==> src/hdl/lisc_pkg.sv <==
`timescale 1ns / 1ps
// ----------------------------------------------------------------------------
// lisc_pkg
// Shared types, codes and helpers for the link interval switch controller.
// ----------------------------------------------------------------------------
package lisc_pkg;

    // Default counter width of the change and fast-hold timers
    localparam int TIMER_WIDTH_DEF = 16;

    // Field widths
    localparam int MODE_W   = 3;
    localparam int BYTE_W   = 8;
    localparam int TOUT_W   = 16;
    localparam int CFG_IDX_W = 3;
    localparam int CFG_DAT_W = 16;
    localparam int RPT_W    = 4;
    localparam int LSTATE_W = 2;

    // Input mode codes
    localparam logic [MODE_W-1:0] MODE_TICK       = 3'd0;
    localparam logic [MODE_W-1:0] MODE_REQ_FAST   = 3'd1;
    localparam logic [MODE_W-1:0] MODE_REQ_SLOW   = 3'd2;
    localparam logic [MODE_W-1:0] MODE_RESPONSE   = 3'd3;
    localparam logic [MODE_W-1:0] MODE_HOLD_START = 3'd4;
    localparam logic [MODE_W-1:0] MODE_HOLD_STOP  = 3'd5;

    // Configuration register indexes
    localparam logic [CFG_IDX_W-1:0] REG_TIMEOUT   = 3'd0;
    localparam logic [CFG_IDX_W-1:0] REG_ROUTE     = 3'd1;
    localparam logic [CFG_IDX_W-1:0] REG_GROUP     = 3'd2;
    localparam logic [CFG_IDX_W-1:0] REG_ICMD      = 3'd3;
    localparam logic [CFG_IDX_W-1:0] REG_FAST_CONN = 3'd4;
    localparam logic [CFG_IDX_W-1:0] REG_FAST_DISC = 3'd5;
    localparam logic [CFG_IDX_W-1:0] REG_SLOW_CONN = 3'd6;
    localparam logic [CFG_IDX_W-1:0] REG_SLOW_DISC = 3'd7;

    // Configuration reset values
    localparam logic [TOUT_W-1:0] TIMEOUT_RST   = 16'd60;
    localparam logic [BYTE_W-1:0] FAST_CONN_RST = 8'd1;
    localparam logic [BYTE_W-1:0] FAST_DISC_RST = 8'd2;
    localparam logic [BYTE_W-1:0] SLOW_CONN_RST = 8'd3;
    localparam logic [BYTE_W-1:0] SLOW_DISC_RST = 8'd4;

    // Response status byte that means accepted
    localparam logic [BYTE_W-1:0] STATUS_ACCEPT = 8'd1;

    // Link state, one-hot
    typedef enum logic [3:0] {
        ST_SLOW = 4'b0001,
        ST_S2F  = 4'b0010,
        ST_FAST = 4'b0100,
        ST_F2S  = 4'b1000
    } t_state;

    // Encoded link state on the result port
    localparam logic [LSTATE_W-1:0] LS_SLOW = 2'd0;
    localparam logic [LSTATE_W-1:0] LS_S2F  = 2'd1;
    localparam logic [LSTATE_W-1:0] LS_FAST = 2'd2;
    localparam logic [LSTATE_W-1:0] LS_F2S  = 2'd3;

    // Report codes
    typedef enum logic [RPT_W-1:0] {
        RPT_NONE      = 4'd0,
        RPT_FAST_OK   = 4'd1,
        RPT_FAST_FAIL = 4'd2,
        RPT_FAST_TOUT = 4'd3,
        RPT_SLOW_OK   = 4'd4,
        RPT_SLOW_FAIL = 4'd5,
        RPT_SLOW_TOUT = 4'd6,
        RPT_IN_FAST   = 4'd7,
        RPT_IN_SLOW   = 4'd8,
        RPT_ERR_FAST  = 4'd9,
        RPT_ERR_SLOW  = 4'd10,
        RPT_NOT_US    = 4'd11
    } t_report;

    // Classified event handed from front to back
    typedef enum logic [3:0] {
        EV_NONE       = 4'd0,
        EV_TICK       = 4'd1,
        EV_REQ_FAST   = 4'd2,
        EV_REQ_SLOW   = 4'd3,
        EV_RESP_FAST  = 4'd4,
        EV_RESP_SLOW  = 4'd5,
        EV_NOT_US     = 4'd6,
        EV_HOLD_START = 4'd7,
        EV_HOLD_STOP  = 4'd8
    } t_event;

    typedef struct packed {
        t_event ev;
        logic   ok;     // response status was accept
        logic   way;    // requested switching way
    } t_cmd;

    typedef struct packed {
        logic [TOUT_W-1:0] timeout;
        logic [BYTE_W-1:0] route;
        logic [BYTE_W-1:0] group;
        logic [BYTE_W-1:0] icmd;
        logic [BYTE_W-1:0] fast_conn;
        logic [BYTE_W-1:0] fast_disc;
        logic [BYTE_W-1:0] slow_conn;
        logic [BYTE_W-1:0] slow_disc;
    } t_cfg;

    // Queue status toward the front
    typedef struct packed {
        logic full;
        logic empty;
    } t_qstat;

    localparam int QDEPTH = 2;

    function automatic logic [LSTATE_W-1:0] state_code(input t_state s);
        logic [LSTATE_W-1:0] c;
        unique case (s)
            ST_SLOW: c = LS_SLOW;
            ST_S2F:  c = LS_S2F;
            ST_FAST: c = LS_FAST;
            ST_F2S:  c = LS_F2S;
            default: c = LS_SLOW;
        endcase
        return c;
    endfunction

endpackage

==> src/hdl/link_interval_switch_controller.sv <==
`timescale 1ns / 1ps
// ----------------------------------------------------------------------------
// link_interval_switch_controller
// Negotiates a slow or fast connection interval with a peer; one result per
// event.
// ----------------------------------------------------------------------------
// Every accepted event (tick, fast or slow request, peer response, hold start
// or stop) gives exactly one result transfer carrying the command to send,
// a report code and the link state after the event. Events are classified on
// entry and pass through a two-entry queue to the executor, which updates
// the state machine and both timers when it executes an event and registers the
// result; one event per cycle is sustained while the output is taken, and an
// event's result is offered after the queue entry and the result register.
// Configuration writes are registered and must be made while no event is
// in flight.
// ----------------------------------------------------------------------------
module link_interval_switch_controller #(
    parameter int TIMER_WIDTH = lisc_pkg::TIMER_WIDTH_DEF
) (
    input  logic                           i_clk,
    input  logic                           i_rst_n,
    // configuration write port
    input  logic                           i_cfg_we,
    input  logic [lisc_pkg::CFG_IDX_W-1:0] i_cfg_index,
    input  logic [lisc_pkg::CFG_DAT_W-1:0] i_cfg_data,
    // event channel
    input  logic                           i_in_valid,
    output logic                           o_in_ready,
    input  logic [lisc_pkg::MODE_W-1:0]    i_mode,
    input  logic                           i_switch_way,
    input  logic [lisc_pkg::BYTE_W-1:0]    i_resp_route,
    input  logic [lisc_pkg::BYTE_W-1:0]    i_resp_group,
    input  logic [lisc_pkg::BYTE_W-1:0]    i_resp_command,
    input  logic [lisc_pkg::BYTE_W-1:0]    i_resp_kind,
    input  logic [lisc_pkg::BYTE_W-1:0]    i_resp_status,
    // result channel
    output logic                           o_out_valid,
    input  logic                           i_out_ready,
    output logic                           o_send_valid,
    output logic [lisc_pkg::BYTE_W-1:0]    o_send_code,
    output logic [lisc_pkg::RPT_W-1:0]     o_report_code,
    output logic [lisc_pkg::LSTATE_W-1:0]  o_link_state_out
);

    lisc_pkg::t_cfg   r_cfg;
    lisc_pkg::t_qstat w_qstat;
    lisc_pkg::t_cmd   w_front_cmd;
    lisc_pkg::t_cmd   w_head_cmd;
    logic             w_push;
    logic             w_pop;

    // Configuration registers
    always_ff @(posedge i_clk) begin
        if (!i_rst_n) begin
            r_cfg.timeout   <= lisc_pkg::TIMEOUT_RST;
            r_cfg.route     <= '0;
            r_cfg.group     <= '0;
            r_cfg.icmd      <= '0;
            r_cfg.fast_conn <= lisc_pkg::FAST_CONN_RST;
            r_cfg.fast_disc <= lisc_pkg::FAST_DISC_RST;
            r_cfg.slow_conn <= lisc_pkg::SLOW_CONN_RST;
            r_cfg.slow_disc <= lisc_pkg::SLOW_DISC_RST;
        end else if (i_cfg_we) begin
            unique case (i_cfg_index)
                lisc_pkg::REG_TIMEOUT:   r_cfg.timeout   <= i_cfg_data;
                lisc_pkg::REG_ROUTE:     r_cfg.route     <= i_cfg_data[lisc_pkg::BYTE_W-1:0];
                lisc_pkg::REG_GROUP:     r_cfg.group     <= i_cfg_data[lisc_pkg::BYTE_W-1:0];
                lisc_pkg::REG_ICMD:      r_cfg.icmd      <= i_cfg_data[lisc_pkg::BYTE_W-1:0];
                lisc_pkg::REG_FAST_CONN: r_cfg.fast_conn <= i_cfg_data[lisc_pkg::BYTE_W-1:0];
                lisc_pkg::REG_FAST_DISC: r_cfg.fast_disc <= i_cfg_data[lisc_pkg::BYTE_W-1:0];
                lisc_pkg::REG_SLOW_CONN: r_cfg.slow_conn <= i_cfg_data[lisc_pkg::BYTE_W-1:0];
                lisc_pkg::REG_SLOW_DISC: r_cfg.slow_disc <= i_cfg_data[lisc_pkg::BYTE_W-1:0];
                default: ;
            endcase
        end
    end

    lisc_front u_front (
        .i_valid        (i_in_valid),
        .o_ready        (o_in_ready),
        .i_mode         (i_mode),
        .i_switch_way   (i_switch_way),
        .i_resp_route   (i_resp_route),
        .i_resp_group   (i_resp_group),
        .i_resp_command (i_resp_command),
        .i_resp_kind    (i_resp_kind),
        .i_resp_status  (i_resp_status),
        .i_cfg          (r_cfg),
        .i_qstat        (w_qstat),
        .o_push         (w_push),
        .o_cmd          (w_front_cmd)
    );

    lisc_queue u_queue (
        .i_clk   (i_clk),
        .i_rst_n (i_rst_n),
        .i_push  (w_push),
        .i_cmd   (w_front_cmd),
        .i_pop   (w_pop),
        .o_cmd   (w_head_cmd),
        .o_stat  (w_qstat)
    );

    lisc_back #(
        .TIMER_WIDTH (TIMER_WIDTH)
    ) u_back (
        .i_clk            (i_clk),
        .i_rst_n          (i_rst_n),
        .i_cfg            (r_cfg),
        .i_qstat          (w_qstat),
        .i_cmd            (w_head_cmd),
        .o_pop            (w_pop),
        .o_valid          (o_out_valid),
        .i_ready          (i_out_ready),
        .o_send_valid     (o_send_valid),
        .o_send_code      (o_send_code),
        .o_report_code    (o_report_code),
        .o_link_state_out (o_link_state_out)
    );

    // A result without a command carries a zero command byte
    a_no_send_code: assert property (@(posedge i_clk) disable iff (!i_rst_n)
        o_out_valid && !o_send_valid |-> o_send_code == '0)
        else $error("command byte set without a command");

    // Foreign responses never cause a command
    a_not_us_quiet: assert property (@(posedge i_clk) disable iff (!i_rst_n)
        o_out_valid && o_report_code == lisc_pkg::RPT_NOT_US |-> !o_send_valid)
        else $error("command sent on a foreign response");

    // Fast ok always leaves the link fast
    a_fast_ok_state: assert property (@(posedge i_clk) disable iff (!i_rst_n)
        o_out_valid && o_report_code == lisc_pkg::RPT_FAST_OK
        |-> o_link_state_out == lisc_pkg::LS_FAST)
        else $error("fast ok reported outside fast state");

    // Slow ok always leaves the link slow
    a_slow_ok_state: assert property (@(posedge i_clk) disable iff (!i_rst_n)
        o_out_valid && o_report_code == lisc_pkg::RPT_SLOW_OK
        |-> o_link_state_out == lisc_pkg::LS_SLOW)
        else $error("slow ok reported outside slow state");

endmodule

==> src/hdl/lisc_front.sv <==
`timescale 1ns / 1ps
// ----------------------------------------------------------------------------
// lisc_front
// Input side: takes event transfers and classifies them into commands.
// ----------------------------------------------------------------------------
module lisc_front (
    input  logic                        i_valid,
    output logic                        o_ready,
    input  logic [lisc_pkg::MODE_W-1:0] i_mode,
    input  logic                        i_switch_way,
    input  logic [lisc_pkg::BYTE_W-1:0] i_resp_route,
    input  logic [lisc_pkg::BYTE_W-1:0] i_resp_group,
    input  logic [lisc_pkg::BYTE_W-1:0] i_resp_command,
    input  logic [lisc_pkg::BYTE_W-1:0] i_resp_kind,
    input  logic [lisc_pkg::BYTE_W-1:0] i_resp_status,
    input  lisc_pkg::t_cfg              i_cfg,
    input  lisc_pkg::t_qstat            i_qstat,
    output logic                        o_push,
    output lisc_pkg::t_cmd              o_cmd
);

    logic w_addr_ok;
    logic w_kind_fast;
    logic w_kind_slow;

    assign o_ready = !i_qstat.full;
    assign o_push  = i_valid && !i_qstat.full;

    // Response address and kind matching
    assign w_addr_ok   = (i_resp_route == i_cfg.route) && (i_resp_command == i_cfg.icmd)
                      && (i_resp_group == i_cfg.group);
    assign w_kind_fast = (i_resp_kind == i_cfg.fast_conn) || (i_resp_kind == i_cfg.fast_disc);
    assign w_kind_slow = (i_resp_kind == i_cfg.slow_conn) || (i_resp_kind == i_cfg.slow_disc);

    // Mode decode; fast kind wins over slow when codes overlap
    always_comb begin
        o_cmd.ok  = (i_resp_status == lisc_pkg::STATUS_ACCEPT);
        o_cmd.way = i_switch_way;
        unique case (i_mode)
            lisc_pkg::MODE_TICK:       o_cmd.ev = lisc_pkg::EV_TICK;
            lisc_pkg::MODE_REQ_FAST:   o_cmd.ev = lisc_pkg::EV_REQ_FAST;
            lisc_pkg::MODE_REQ_SLOW:   o_cmd.ev = lisc_pkg::EV_REQ_SLOW;
            lisc_pkg::MODE_RESPONSE: begin
                if (!w_addr_ok)       o_cmd.ev = lisc_pkg::EV_NOT_US;
                else if (w_kind_fast) o_cmd.ev = lisc_pkg::EV_RESP_FAST;
                else if (w_kind_slow) o_cmd.ev = lisc_pkg::EV_RESP_SLOW;
                else                  o_cmd.ev = lisc_pkg::EV_NOT_US;
            end
            lisc_pkg::MODE_HOLD_START: o_cmd.ev = lisc_pkg::EV_HOLD_START;
            lisc_pkg::MODE_HOLD_STOP:  o_cmd.ev = lisc_pkg::EV_HOLD_STOP;
            default:                   o_cmd.ev = lisc_pkg::EV_NONE;
        endcase
    end

endmodule

==> src/hdl/lisc_queue.sv <==
`timescale 1ns / 1ps
// ----------------------------------------------------------------------------
// lisc_queue
// Two-entry command queue between the classifier and the executor.
// ----------------------------------------------------------------------------
module lisc_queue (
    input  logic             i_clk,
    input  logic             i_rst_n,
    input  logic             i_push,
    input  lisc_pkg::t_cmd   i_cmd,
    input  logic             i_pop,
    output lisc_pkg::t_cmd   o_cmd,
    output lisc_pkg::t_qstat o_stat
);

    localparam int PTR_W = $clog2(lisc_pkg::QDEPTH);
    localparam int CNT_W = $clog2(lisc_pkg::QDEPTH + 1);

    lisc_pkg::t_cmd   r_mem [lisc_pkg::QDEPTH];
    logic [PTR_W-1:0] r_wptr;
    logic [PTR_W-1:0] r_rptr;
    logic [CNT_W-1:0] r_cnt;

    assign o_stat.full  = (r_cnt == CNT_W'(lisc_pkg::QDEPTH));
    assign o_stat.empty = (r_cnt == '0);
    assign o_cmd        = r_mem[r_rptr];

    // Entry storage
    always_ff @(posedge i_clk) begin
        if (i_push) begin
            r_mem[r_wptr] <= i_cmd;
        end
    end

    // Pointers and fill count
    always_ff @(posedge i_clk) begin
        if (!i_rst_n) begin
            r_wptr <= '0;
            r_rptr <= '0;
            r_cnt  <= '0;
        end else begin
            if (i_push) r_wptr <= r_wptr + 1'b1;
            if (i_pop)  r_rptr <= r_rptr + 1'b1;
            if (i_push && !i_pop)      r_cnt <= r_cnt + 1'b1;
            else if (!i_push && i_pop) r_cnt <= r_cnt - 1'b1;
        end
    end

endmodule

==> src/hdl/lisc_back.sv <==
`timescale 1ns / 1ps
// ----------------------------------------------------------------------------
// lisc_back
// Executor: link state machine, change and fast-hold timers, result register.
// ----------------------------------------------------------------------------
module lisc_back #(
    parameter int TIMER_WIDTH = lisc_pkg::TIMER_WIDTH_DEF
) (
    input  logic                          i_clk,
    input  logic                          i_rst_n,
    input  lisc_pkg::t_cfg                i_cfg,
    input  lisc_pkg::t_qstat              i_qstat,
    input  lisc_pkg::t_cmd                i_cmd,
    output logic                          o_pop,
    output logic                          o_valid,
    input  logic                          i_ready,
    output logic                          o_send_valid,
    output logic [lisc_pkg::BYTE_W-1:0]   o_send_code,
    output logic [lisc_pkg::RPT_W-1:0]    o_report_code,
    output logic [lisc_pkg::LSTATE_W-1:0] o_link_state_out
);

    localparam logic [31:0] MASK32 = 32'((64'd1 << TIMER_WIDTH) - 64'd1);

    lisc_pkg::t_state       r_state, n_state;
    logic                   r_way, n_way;
    logic [TIMER_WIDTH-1:0] r_ccnt, n_ccnt;
    logic                   r_crun, n_crun;
    logic [TIMER_WIDTH-1:0] r_hcnt, n_hcnt;
    logic                   r_hrun, n_hrun;

    logic                   r_out_valid;
    logic                   r_send_valid, n_send_valid;
    logic [lisc_pkg::BYTE_W-1:0]   r_send_code, n_send_code;
    lisc_pkg::t_report      r_report, n_report;
    logic [lisc_pkg::LSTATE_W-1:0] r_lstate;

    logic [31:0]            w_to32;
    logic [TIMER_WIDTH-1:0] w_limit;
    logic [TIMER_WIDTH:0]   w_cnext;
    logic [TIMER_WIDTH:0]   w_hnext;
    logic                   w_cexp;
    logic                   w_hexp;

    // Timer limit, clamped to the counter range
    assign w_to32  = 32'(i_cfg.timeout);
    assign w_limit = (w_to32 > MASK32) ? TIMER_WIDTH'(MASK32) : TIMER_WIDTH'(w_to32);

    // Per-tick increments and expiry
    assign w_cnext = {1'b0, r_ccnt} + 1'b1;
    assign w_hnext = {1'b0, r_hcnt} + 1'b1;
    assign w_cexp  = r_crun && (w_cnext >= {1'b0, w_limit});
    assign w_hexp  = r_hrun && (w_hnext >= {1'b0, w_limit});

    // Execute the head command when the result register can take a result
    assign o_pop = !i_qstat.empty && (!r_out_valid || i_ready);

    // Next state and result
    always_comb begin
        n_state      = r_state;
        n_way        = r_way;
        n_ccnt       = r_ccnt;
        n_crun       = r_crun;
        n_hcnt       = r_hcnt;
        n_hrun       = r_hrun;
        n_send_valid = 1'b0;
        n_send_code  = '0;
        n_report     = lisc_pkg::RPT_NONE;

        unique case (i_cmd.ev)
            lisc_pkg::EV_TICK: begin
                // change timer first
                if (r_crun) begin
                    if (w_cexp) begin
                        n_crun = 1'b0;
                        n_ccnt = '0;
                        if (r_state == lisc_pkg::ST_S2F) begin
                            n_report = lisc_pkg::RPT_FAST_TOUT;
                        end else if (r_state == lisc_pkg::ST_F2S) begin
                            n_crun       = 1'b1;
                            n_send_valid = 1'b1;
                            n_send_code  = i_cfg.slow_disc;
                            n_report     = lisc_pkg::RPT_SLOW_TOUT;
                        end
                    end else begin
                        n_ccnt = w_cnext[TIMER_WIDTH-1:0];
                    end
                end
                // then the fast-hold timer
                if (r_hrun) begin
                    if (w_hexp) begin
                        n_hrun = 1'b0;
                        n_hcnt = '0;
                        if (r_state == lisc_pkg::ST_FAST) begin
                            n_send_valid = 1'b1;
                            n_send_code  = r_way ? i_cfg.slow_disc : i_cfg.slow_conn;
                            n_state      = lisc_pkg::ST_F2S;
                            n_crun       = 1'b1;
                            n_ccnt       = '0;
                        end
                    end else begin
                        n_hcnt = w_hnext[TIMER_WIDTH-1:0];
                    end
                end
            end
            lisc_pkg::EV_REQ_FAST: begin
                n_crun       = 1'b1;
                n_ccnt       = '0;
                n_state      = lisc_pkg::ST_S2F;
                n_send_valid = 1'b1;
                n_send_code  = i_cmd.way ? i_cfg.fast_disc : i_cfg.fast_conn;
                n_way        = i_cmd.way;
            end
            lisc_pkg::EV_REQ_SLOW: begin
                n_crun       = 1'b1;
                n_ccnt       = '0;
                n_state      = lisc_pkg::ST_F2S;
                n_send_valid = 1'b1;
                n_send_code  = r_way ? i_cfg.slow_disc : i_cfg.slow_conn;
            end
            lisc_pkg::EV_RESP_FAST: begin
                if (r_state == lisc_pkg::ST_F2S) begin
                    n_report = lisc_pkg::RPT_IN_SLOW;
                end else if (r_state == lisc_pkg::ST_S2F) begin
                    n_crun   = 1'b0;
                    n_ccnt   = '0;
                    n_state  = i_cmd.ok ? lisc_pkg::ST_FAST : lisc_pkg::ST_SLOW;
                    n_report = i_cmd.ok ? lisc_pkg::RPT_FAST_OK : lisc_pkg::RPT_FAST_FAIL;
                end else if (i_cmd.ok && r_state == lisc_pkg::ST_FAST) begin
                    n_report = lisc_pkg::RPT_FAST_OK;
                end else begin
                    // accepted while slow, or refused while slow or fast
                    n_state      = lisc_pkg::ST_F2S;
                    n_crun       = 1'b1;
                    n_ccnt       = '0;
                    n_send_valid = 1'b1;
                    n_send_code  = i_cfg.slow_disc;
                    n_report     = i_cmd.ok ? lisc_pkg::RPT_ERR_FAST : lisc_pkg::RPT_ERR_SLOW;
                end
            end
            lisc_pkg::EV_RESP_SLOW: begin
                if (r_state == lisc_pkg::ST_S2F) begin
                    n_report = lisc_pkg::RPT_IN_FAST;
                end else if (i_cmd.ok) begin
                    if (r_state == lisc_pkg::ST_FAST) begin
                        n_report = lisc_pkg::RPT_ERR_SLOW;
                    end else begin
                        if (r_state == lisc_pkg::ST_F2S) begin
                            n_crun = 1'b0;
                            n_ccnt = '0;
                        end
                        n_state  = lisc_pkg::ST_SLOW;
                        n_report = lisc_pkg::RPT_SLOW_OK;
                    end
                end else begin
                    // refused: re-send via disconnect, state unchanged
                    n_crun       = 1'b1;
                    n_ccnt       = '0;
                    n_send_valid = 1'b1;
                    n_send_code  = i_cfg.slow_disc;
                    n_report     = (r_state == lisc_pkg::ST_FAST) ? lisc_pkg::RPT_ERR_SLOW
                                                                  : lisc_pkg::RPT_SLOW_FAIL;
                end
            end
            lisc_pkg::EV_NOT_US: n_report = lisc_pkg::RPT_NOT_US;
            lisc_pkg::EV_HOLD_START: begin
                n_hcnt = '0;
                n_hrun = 1'b1;
            end
            lisc_pkg::EV_HOLD_STOP: begin
                n_hcnt = '0;
                n_hrun = 1'b0;
            end
            default: ;
        endcase
    end

    // Control state
    always_ff @(posedge i_clk) begin
        if (!i_rst_n) begin
            r_state     <= lisc_pkg::ST_SLOW;
            r_way       <= 1'b0;
            r_ccnt      <= '0;
            r_crun      <= 1'b0;
            r_hcnt      <= '0;
            r_hrun      <= 1'b0;
            r_out_valid <= 1'b0;
        end else begin
            if (o_pop) begin
                r_state <= n_state;
                r_way   <= n_way;
                r_ccnt  <= n_ccnt;
                r_crun  <= n_crun;
                r_hcnt  <= n_hcnt;
                r_hrun  <= n_hrun;
            end
            if (o_pop)        r_out_valid <= 1'b1;
            else if (i_ready) r_out_valid <= 1'b0;
        end
    end

    // Result register
    always_ff @(posedge i_clk) begin
        if (o_pop) begin
            r_send_valid <= n_send_valid;
            r_send_code  <= n_send_code;
            r_report     <= n_report;
            r_lstate     <= lisc_pkg::state_code(n_state);
        end
    end

    assign o_valid          = r_out_valid;
    assign o_send_valid     = r_send_valid;
    assign o_send_code      = r_send_code;
    assign o_report_code    = r_report;
    assign o_link_state_out = r_lstate;

endmodule
==> config.mk <==
export PLATFORM = sky130hd
export DESIGN_NAME = link_interval_switch_controller
export DESIGN_NICKNAME = d
export VERILOG_FILES = /design/src/hdl/lisc_pkg.sv /design/src/hdl/link_interval_switch_controller.sv /design/src/hdl/lisc_front.sv /design/src/hdl/lisc_queue.sv /design/src/hdl/lisc_back.sv
export SDC_FILE = /design/constraint.sdc
export NUM_CORES = 1
export LEC_CHECK = 0
export BUFFER_PORTS_ARGS = -buffer_cell sky130_fd_sc_hd__buf_2
export CORE_AREA = 2 2 108 136
export CTS_CLUSTER_SIZE = 24
export DETAILED_ROUTE_END_ITERATION = 12
export DIE_AREA = 0 0 110 138
export PLACE_DENSITY = 0.8
export SLEW_MARGIN = 20
export SYNTH_ARGS = -nofsm -noshare
export SYNTH_HDL_FRONTEND = slang
export SYNTH_SLANG_ARGS = --single-unit
==> constraint.sdc <==
create_clock -name i_clk -period 5.2 [get_ports i_clk]
set_input_delay 1.04 -clock i_clk [delete_from_list [all_inputs] [get_ports i_clk]]
set_output_delay 1.04 -clock i_clk [all_outputs]
set_load 0.01 [all_outputs]
* After elaboration in Yosys (flattened, before gate mapping)
Memories as Yosys holds them, arrays and structs flattened. A register that Yosys moved wholly into a read port is not among the register bits. Index checks and enable logic that the tools add are counted.
Operators by class: add/sub/neg operators 6, magnitude comparators 3, equality and inequality tests 41, muxes and demuxes 99, reductions and logical operators 39
Operator list (number):
- 16-bit 2-to-1 mux | 15
- 8-bit 2-to-1 mux | 14
- 4-bit 2-to-1 mux | 21
- 16-bit case mux with 4 select lines | 1
- 8-bit == test | 7
- 8-bit case mux with 5 select lines | 1
- 16-bit by 1-bit adder with 17-bit output (second input constant) | 2
- 17-bit by 16-bit greater-or-equal comparator with 1-bit output | 2
- 1-bit 2-to-1 mux | 32
- 16-bit case mux with 2 select lines | 1
- 4-bit by 3-bit == test with 1-bit output (second input constant) | 6
- 4-bit case mux with 6 select lines | 1
- 4-bit case mux with 5 select lines | 1
- 2-bit AND reduction | 10
- 3-bit == test (second input constant) | 6
- 4-bit by 2-bit == test with 1-bit output (second input constant) | 4
- 16-bit greater-than comparator (second input constant) | 1
- 4-bit case mux with 4 select lines | 1
- 3-bit by 2-bit == test with 1-bit output (second input constant) | 4
- 4-bit == test (second input constant) | 3
- 2-bit 2-to-1 mux | 5
- 1-bit logical AND | 9
- 8-bit by 1-bit == test with 1-bit output (second input constant) | 1
- 1-bit case mux with 4 select lines | 2
- 23 further kinds | 38
Storage, ports and cells: register bits 131, bits in writable memories 12, input port bits 68, output and inout bits 17, logic and storage cells 211, memories kept 1
Memory list:
- u_queue.r_mem | words 2, bits a word 6, read ports 1, clocked after Yosys merged registers in 1, wr ports 1, RTL line lisc_queue.sv:19 | lisc_pkg::t_cmd r_mem [lisc_pkg::QDEPTH];

* Longest topological paths before layout
word-level depth 10, mapped depth 16, depth with buffers taken out 14

* Hierarchy
A second synthesis with hierarchy kept.
Second synthesis, totals: cells, all modules 912, area total of the unflattened synthesis 8479.4 µm²
By module, submodules not included:
- lisc_back | times used 1, cells each 509, area each 4339.2 µm², seq. area each 1251.2 µm²
- link_interval_switch_controller | times used 1, cells each 269, area each 2757.6 µm², seq. area each 1441.4 µm²
- lisc_front | times used 1, cells each 93, area each 732.0 µm², seq. area each 0.0 µm²
- lisc_queue | times used 1, cells each 41, area each 650.6 µm², seq. area each 460.4 µm²

* Least setup slack after synthesis
Ideal clock, no wire load.
kind reg2reg, start point register u_back.r_ccnt[2], end point register u_back.r_send_code (netlist bit u_back.o_send_code[1]) (data pin), setup time 0.261 ns, arrival time 3.352 ns, required time 4.939 ns, setup slack 1.587 ns, cell stages (with the launch flop) 15, path buffers 1, clock period less this slack 3.613 ns, cells stage by stage dfxtp_1 -> and3_1 -> and3_1 -> and3_1 -> clkbuf_1 -> nand3_1 -> xnor2_1 -> ha_1 -> a21oi_1 -> a21boi_1 -> a2111oi_0 -> a21oi_1 -> o2111ai_1 -> o211ai_1 -> a221o_1
On the way: cells in the longest elaborated chain, start to end 9
RTL lines:
- from (decl) | RTL line lisc_back.sv:27 | logic [TIMER_WIDTH-1:0] r_ccnt, n_ccnt;
- from (signal assigned) | RTL line lisc_back.sv:192 | r_ccnt <= n_ccnt;
- 16-bit by 1-bit adder with 17-bit output (*) | RTL line lisc_back.sv:50 | assign w_cnext = {1'b0, r_ccnt} + 1'b1;
- 17-bit by 16-bit greater-or-equal comparator with 1-bit output (*) | RTL line lisc_back.sv:52 | assign w_cexp = r_crun && (w_cnext >= {1'b0, w_limit});
- 1-bit logical AND (*) | RTL line lisc_back.sv:52
- 8-bit 2-to-1 mux (*) | RTL line lisc_back.sv:74 | if (w_cexp) begin
- 8-bit 2-to-1 mux (*) | RTL line lisc_back.sv:73 | if (r_crun) begin
- 8-bit 2-to-1 mux | RTL line lisc_back.sv:94 | if (r_state == lisc_pkg::ST_FAST) begin
- 8-bit 2-to-1 mux | RTL line lisc_back.sv:91 | if (w_hexp) begin
- 8-bit 2-to-1 mux (*) | RTL line lisc_back.sv:90 | if (r_hrun) begin
- 8-bit case mux with 5 select lines (*) | RTL line lisc_back.sv:70 | unique case (i_cmd.ev)
- net u_back.n_send_code, one bit | RTL line lisc_back.sv:34 | logic [lisc_pkg::BYTE_W-1:0] r_send_code, n_send_code;
- to (signal assigned) | RTL line lisc_back.sv:206 | r_send_code <= n_send_code;
- to (decl) | RTL line lisc_back.sv:34
Mark *: on every way through the listed nets, which the timed path passes. The rest lies on a longest branch. A chain may end at the register's enable or synchronous reset.

* Final worst setup path
start point register u_back.r_hcnt[2], end point register u_back.r_send_code (netlist bit u_back.o_send_code[0]) (data pin)
On the way: cells in the longest elaborated chain, start to end 6
RTL lines:
- from (decl) | RTL line lisc_back.sv:29 | logic [TIMER_WIDTH-1:0] r_hcnt, n_hcnt;
- from (signal assigned) | RTL line lisc_back.sv:194 | r_hcnt <= n_hcnt;
- 16-bit by 1-bit adder with 17-bit output | RTL line lisc_back.sv:51 | assign w_hnext = {1'b0, r_hcnt} + 1'b1;
- 17-bit by 16-bit greater-or-equal comparator with 1-bit output | RTL line lisc_back.sv:53 | assign w_hexp = r_hrun && (w_hnext >= {1'b0, w_limit});
- 1-bit logical AND | RTL line lisc_back.sv:53
- 8-bit 2-to-1 mux | RTL line lisc_back.sv:91
- 8-bit 2-to-1 mux | RTL line lisc_back.sv:90
- 8-bit case mux with 5 select lines | RTL line lisc_back.sv:70
- net u_back.n_send_code, one bit | RTL line lisc_back.sv:34
The timed path passes the listed nets, and every way through them passes these cells.

==> flow_metrics.tcl <==
set metrics [dict create \
    ys.warnings.count 0 \
    ir_worst_vdd_uv 217 \
    drt-met1-wl_um 8350 \
    grt.overflow.total 0 \
    hold_violations 0 \
    yosysSeqAreaShare 0.385 \
    finalPower_uw 3590 \
    die_h_um 138 \
    fin_nets 1121 \
    cap_violations 0 \
    hp-class "reg -> reg" \
    synth.distinct_cells 71 \
    row_count 49 \
    hold_start "r_cfg[57]" \
    cts_root_buf "clkbuf_16" \
    syn_nets 1068 \
    ys_ff_latch 144 \
    grt_pass1_wl_um 33600 \
    diodes 0 \
    fin_crit_sh 0.841 \
    syn-cell-area_mm2 0.00818 \
    tightest_slew_ns 1.04 \
    synth.avg_cell_area_um2 8.48 \
    cts_hold_buffers 0 \
    layout-drive-gt1-share 0.135 \
    path_max_fanout 11 \
    crit_path_start_kind "flop" \
    tns_ns 0 \
    hpwl_um 14600 \
    grt_usage 0.280 \
    cellPowerDensity_mw_per_mm2 385 \
    drtPass1Iterations 5 \
    rsz0062_at_grt "no" \
    fmax_mhz 229 \
    cts_resized 0 \
    timing.rr.start "u_back.r_hcnt[2]" \
    port_buffers 84 \
    synth_ff_type "dfxtp_1" \
    synthCells 965 \
    critPathArrivalTime_ns 4.54 \
    vias 7326 \
    start_util 0.583 \
    critPathLaunch "u_back.r_hcnt[2]" \
    status "completed" \
    h-tree-depth 4 \
    finalMaxSlewViolations 0 \
    cts_made_buffers 17 \
    final_cells 1209 \
    power_leakage_uw 0.00357 \
    clkTransAtPathRegs_ns 0.06 \
    antenna_found_initial 0 \
    tritoncts "built" \
    routabilityCongestion 0.908 \
    insertion_delay_ns 0.43 \
    synth-edff-count 27 \
    highest_layer "met4" \
    setup_viol 0 \
    viasPerCell 6.06 \
    path_class "reg -> reg" \
    worst_clock_skew_ns 0.0107 \
    cts_max_path_buffers 2 \
    drtIter0Drc 378 \
    wl_per_cell_um 16.8 \
    cp-end-kind "flop" \
    critical_path_required_ns 5.37 \
    grt_max_degree 92 \
    cts_sinks 144 \
    dr_wl_met2_um 10200 \
    post-route-drc-count 0 \
    final_util 0.664 \
    io_pins 85 \
    placed_cells 1177 \
    grt_pass1_vias 7083 \
    route.met3.wl_um 1140 \
    fin_hold_ws_ns 0.454 \
    fp.dieW_um 110 \
    min_period_ns 4.37 \
    final_antenna_net_count 0 \
    async_flop_share 0 \
    cts_setup_buffers 0 \
    routed_wl_um 20300 \
    coreArea_mm2 0.0140 \
    syn_to_final_growth_pct 14.0 \
    die-area_mm2 0.0152 \
    slew_headroom 0.297 \
]
## worst paths after layout
check                                        endpoint  slack, ns  cells after the start
worst max-delay path            u_back.o_send_code[0]       0.83                     13
worst min-delay path                        r_cfg[57]       0.45                      2
worst max register to register  u_back.o_send_code[0]       0.83                     13
worst min register to register              r_cfg[57]       0.45                      2
## kinds of logic after synthesis
family,share of synthesized area
simple gates,0.219
flops,0.385
mux,0.0329
fa+ha+maj,0.0535
compound gates,0.168
xor+xnor,0.0985
buf+inv,0.0427
## cells in the final DEF (no fill, tap or decap), types with 16 or more instances in the layout
| cell | instances |
|---|---|
| a21oi_1 | 93 |
| and3_1 | 16 |
| buf_2 | 84 |
| clkbuf_16 | 20 |
| dfxtp_1 | 117 |
| edfxtp_1 | 27 |
| ha_1 | 35 |
| inv_1 | 26 |
| mux2i_1 | 22 |
| nand2_1 | 180 |
| nand3_1 | 44 |
| nand4_1 | 24 |
| nor2_1 | 50 |
| xnor2_1 | 64 |
| xor2_1 | 28 |
## routing by layer
metal,global-route usage,vias to the layer above
met3,0.0514,63
met4,0.131,0
li1,-,3542
met1,0.345,3446
met5,0,-
met2,0.464,275
## through the flow
stage	setup WS (ns)	cell area, um^2
2_1_floorplan	1.59	8180
3_3_place_gp	1.06	8630
3_5_place_dp	0.932	8630
4_1_cts	0.868	9320
5_1_grt	0.530	9330
6_report	0.828	9330
## critical path: stages (launching register included)
cell and delay, ns:
dfxtp_1 0.42, and3_1 0.25, and3_1 0.33, nand4_1 0.29
nor2_1 0.21, xor2_1 0.23, ha_1 0.28, nand3_1 0.13
a21oi_1 0.05, a2111oi_0 0.54, o211ai_1 0.42, a22oi_1 0.38
o211ai_1 0.23, a221o_1 0.36
## state kept, by name, indices dropped and copies added (netlist names), named ones only
register	flops
u_back.r_state	4
u_back.o_link_state_out	2
u_queue.r_mem	12
r_cfg	72
u_back.r_way	1
u_back.o_valid	1
u_back.o_send_valid	1
u_queue.r_rptr	1
u_back.r_hrun	1
u_back.r_ccnt	16
u_back.o_send_code	8
u_back.r_hcnt	16
u_back.r_crun	1
u_back.o_report_code	4
u_queue.r_cnt	2
u_queue.r_wptr	1
## area by class of cell
cell class	instances	area (um^2)
fillers	1142	4710
multi-input cells	738	4690
flip-flops and latches	144	3150
clock buffers	22	528
repair buffers	89	458
well taps	178	223
clock inverters	10	165
inverters	28	105
## cells in the mapped netlist (all sizes together), types with 12 or more instances
cell | count | area (um^2)
nor3 | 12 | 65.1
edfxtp | 27 | 811
xnor2 | 64 | 561
clkbuf | 43 | 171
nor2 | 50 | 188
xor2 | 28 | 245
ha | 35 | 438
dfxtp | 117 | 2340
nand4 | 24 | 150
buf | 12 | 72.6
nand2 | 180 | 676
a21oi | 93 | 465
a211oi | 12 | 95.1
nand3 | 44 | 220
mux2i | 22 | 220
o21ai | 16 | 80.1
and3 | 16 | 100
inv | 28 | 105
a31oi | 12 | 75.1
## report_power, final
group          total [uW]  internal (uW)  switching, uW
combinational         785            307            478
clock                1400            918            482
sequential           1410           1290            120
total                3590           2510           1080
Note: power is estimated with default switching activity, not from simulation.
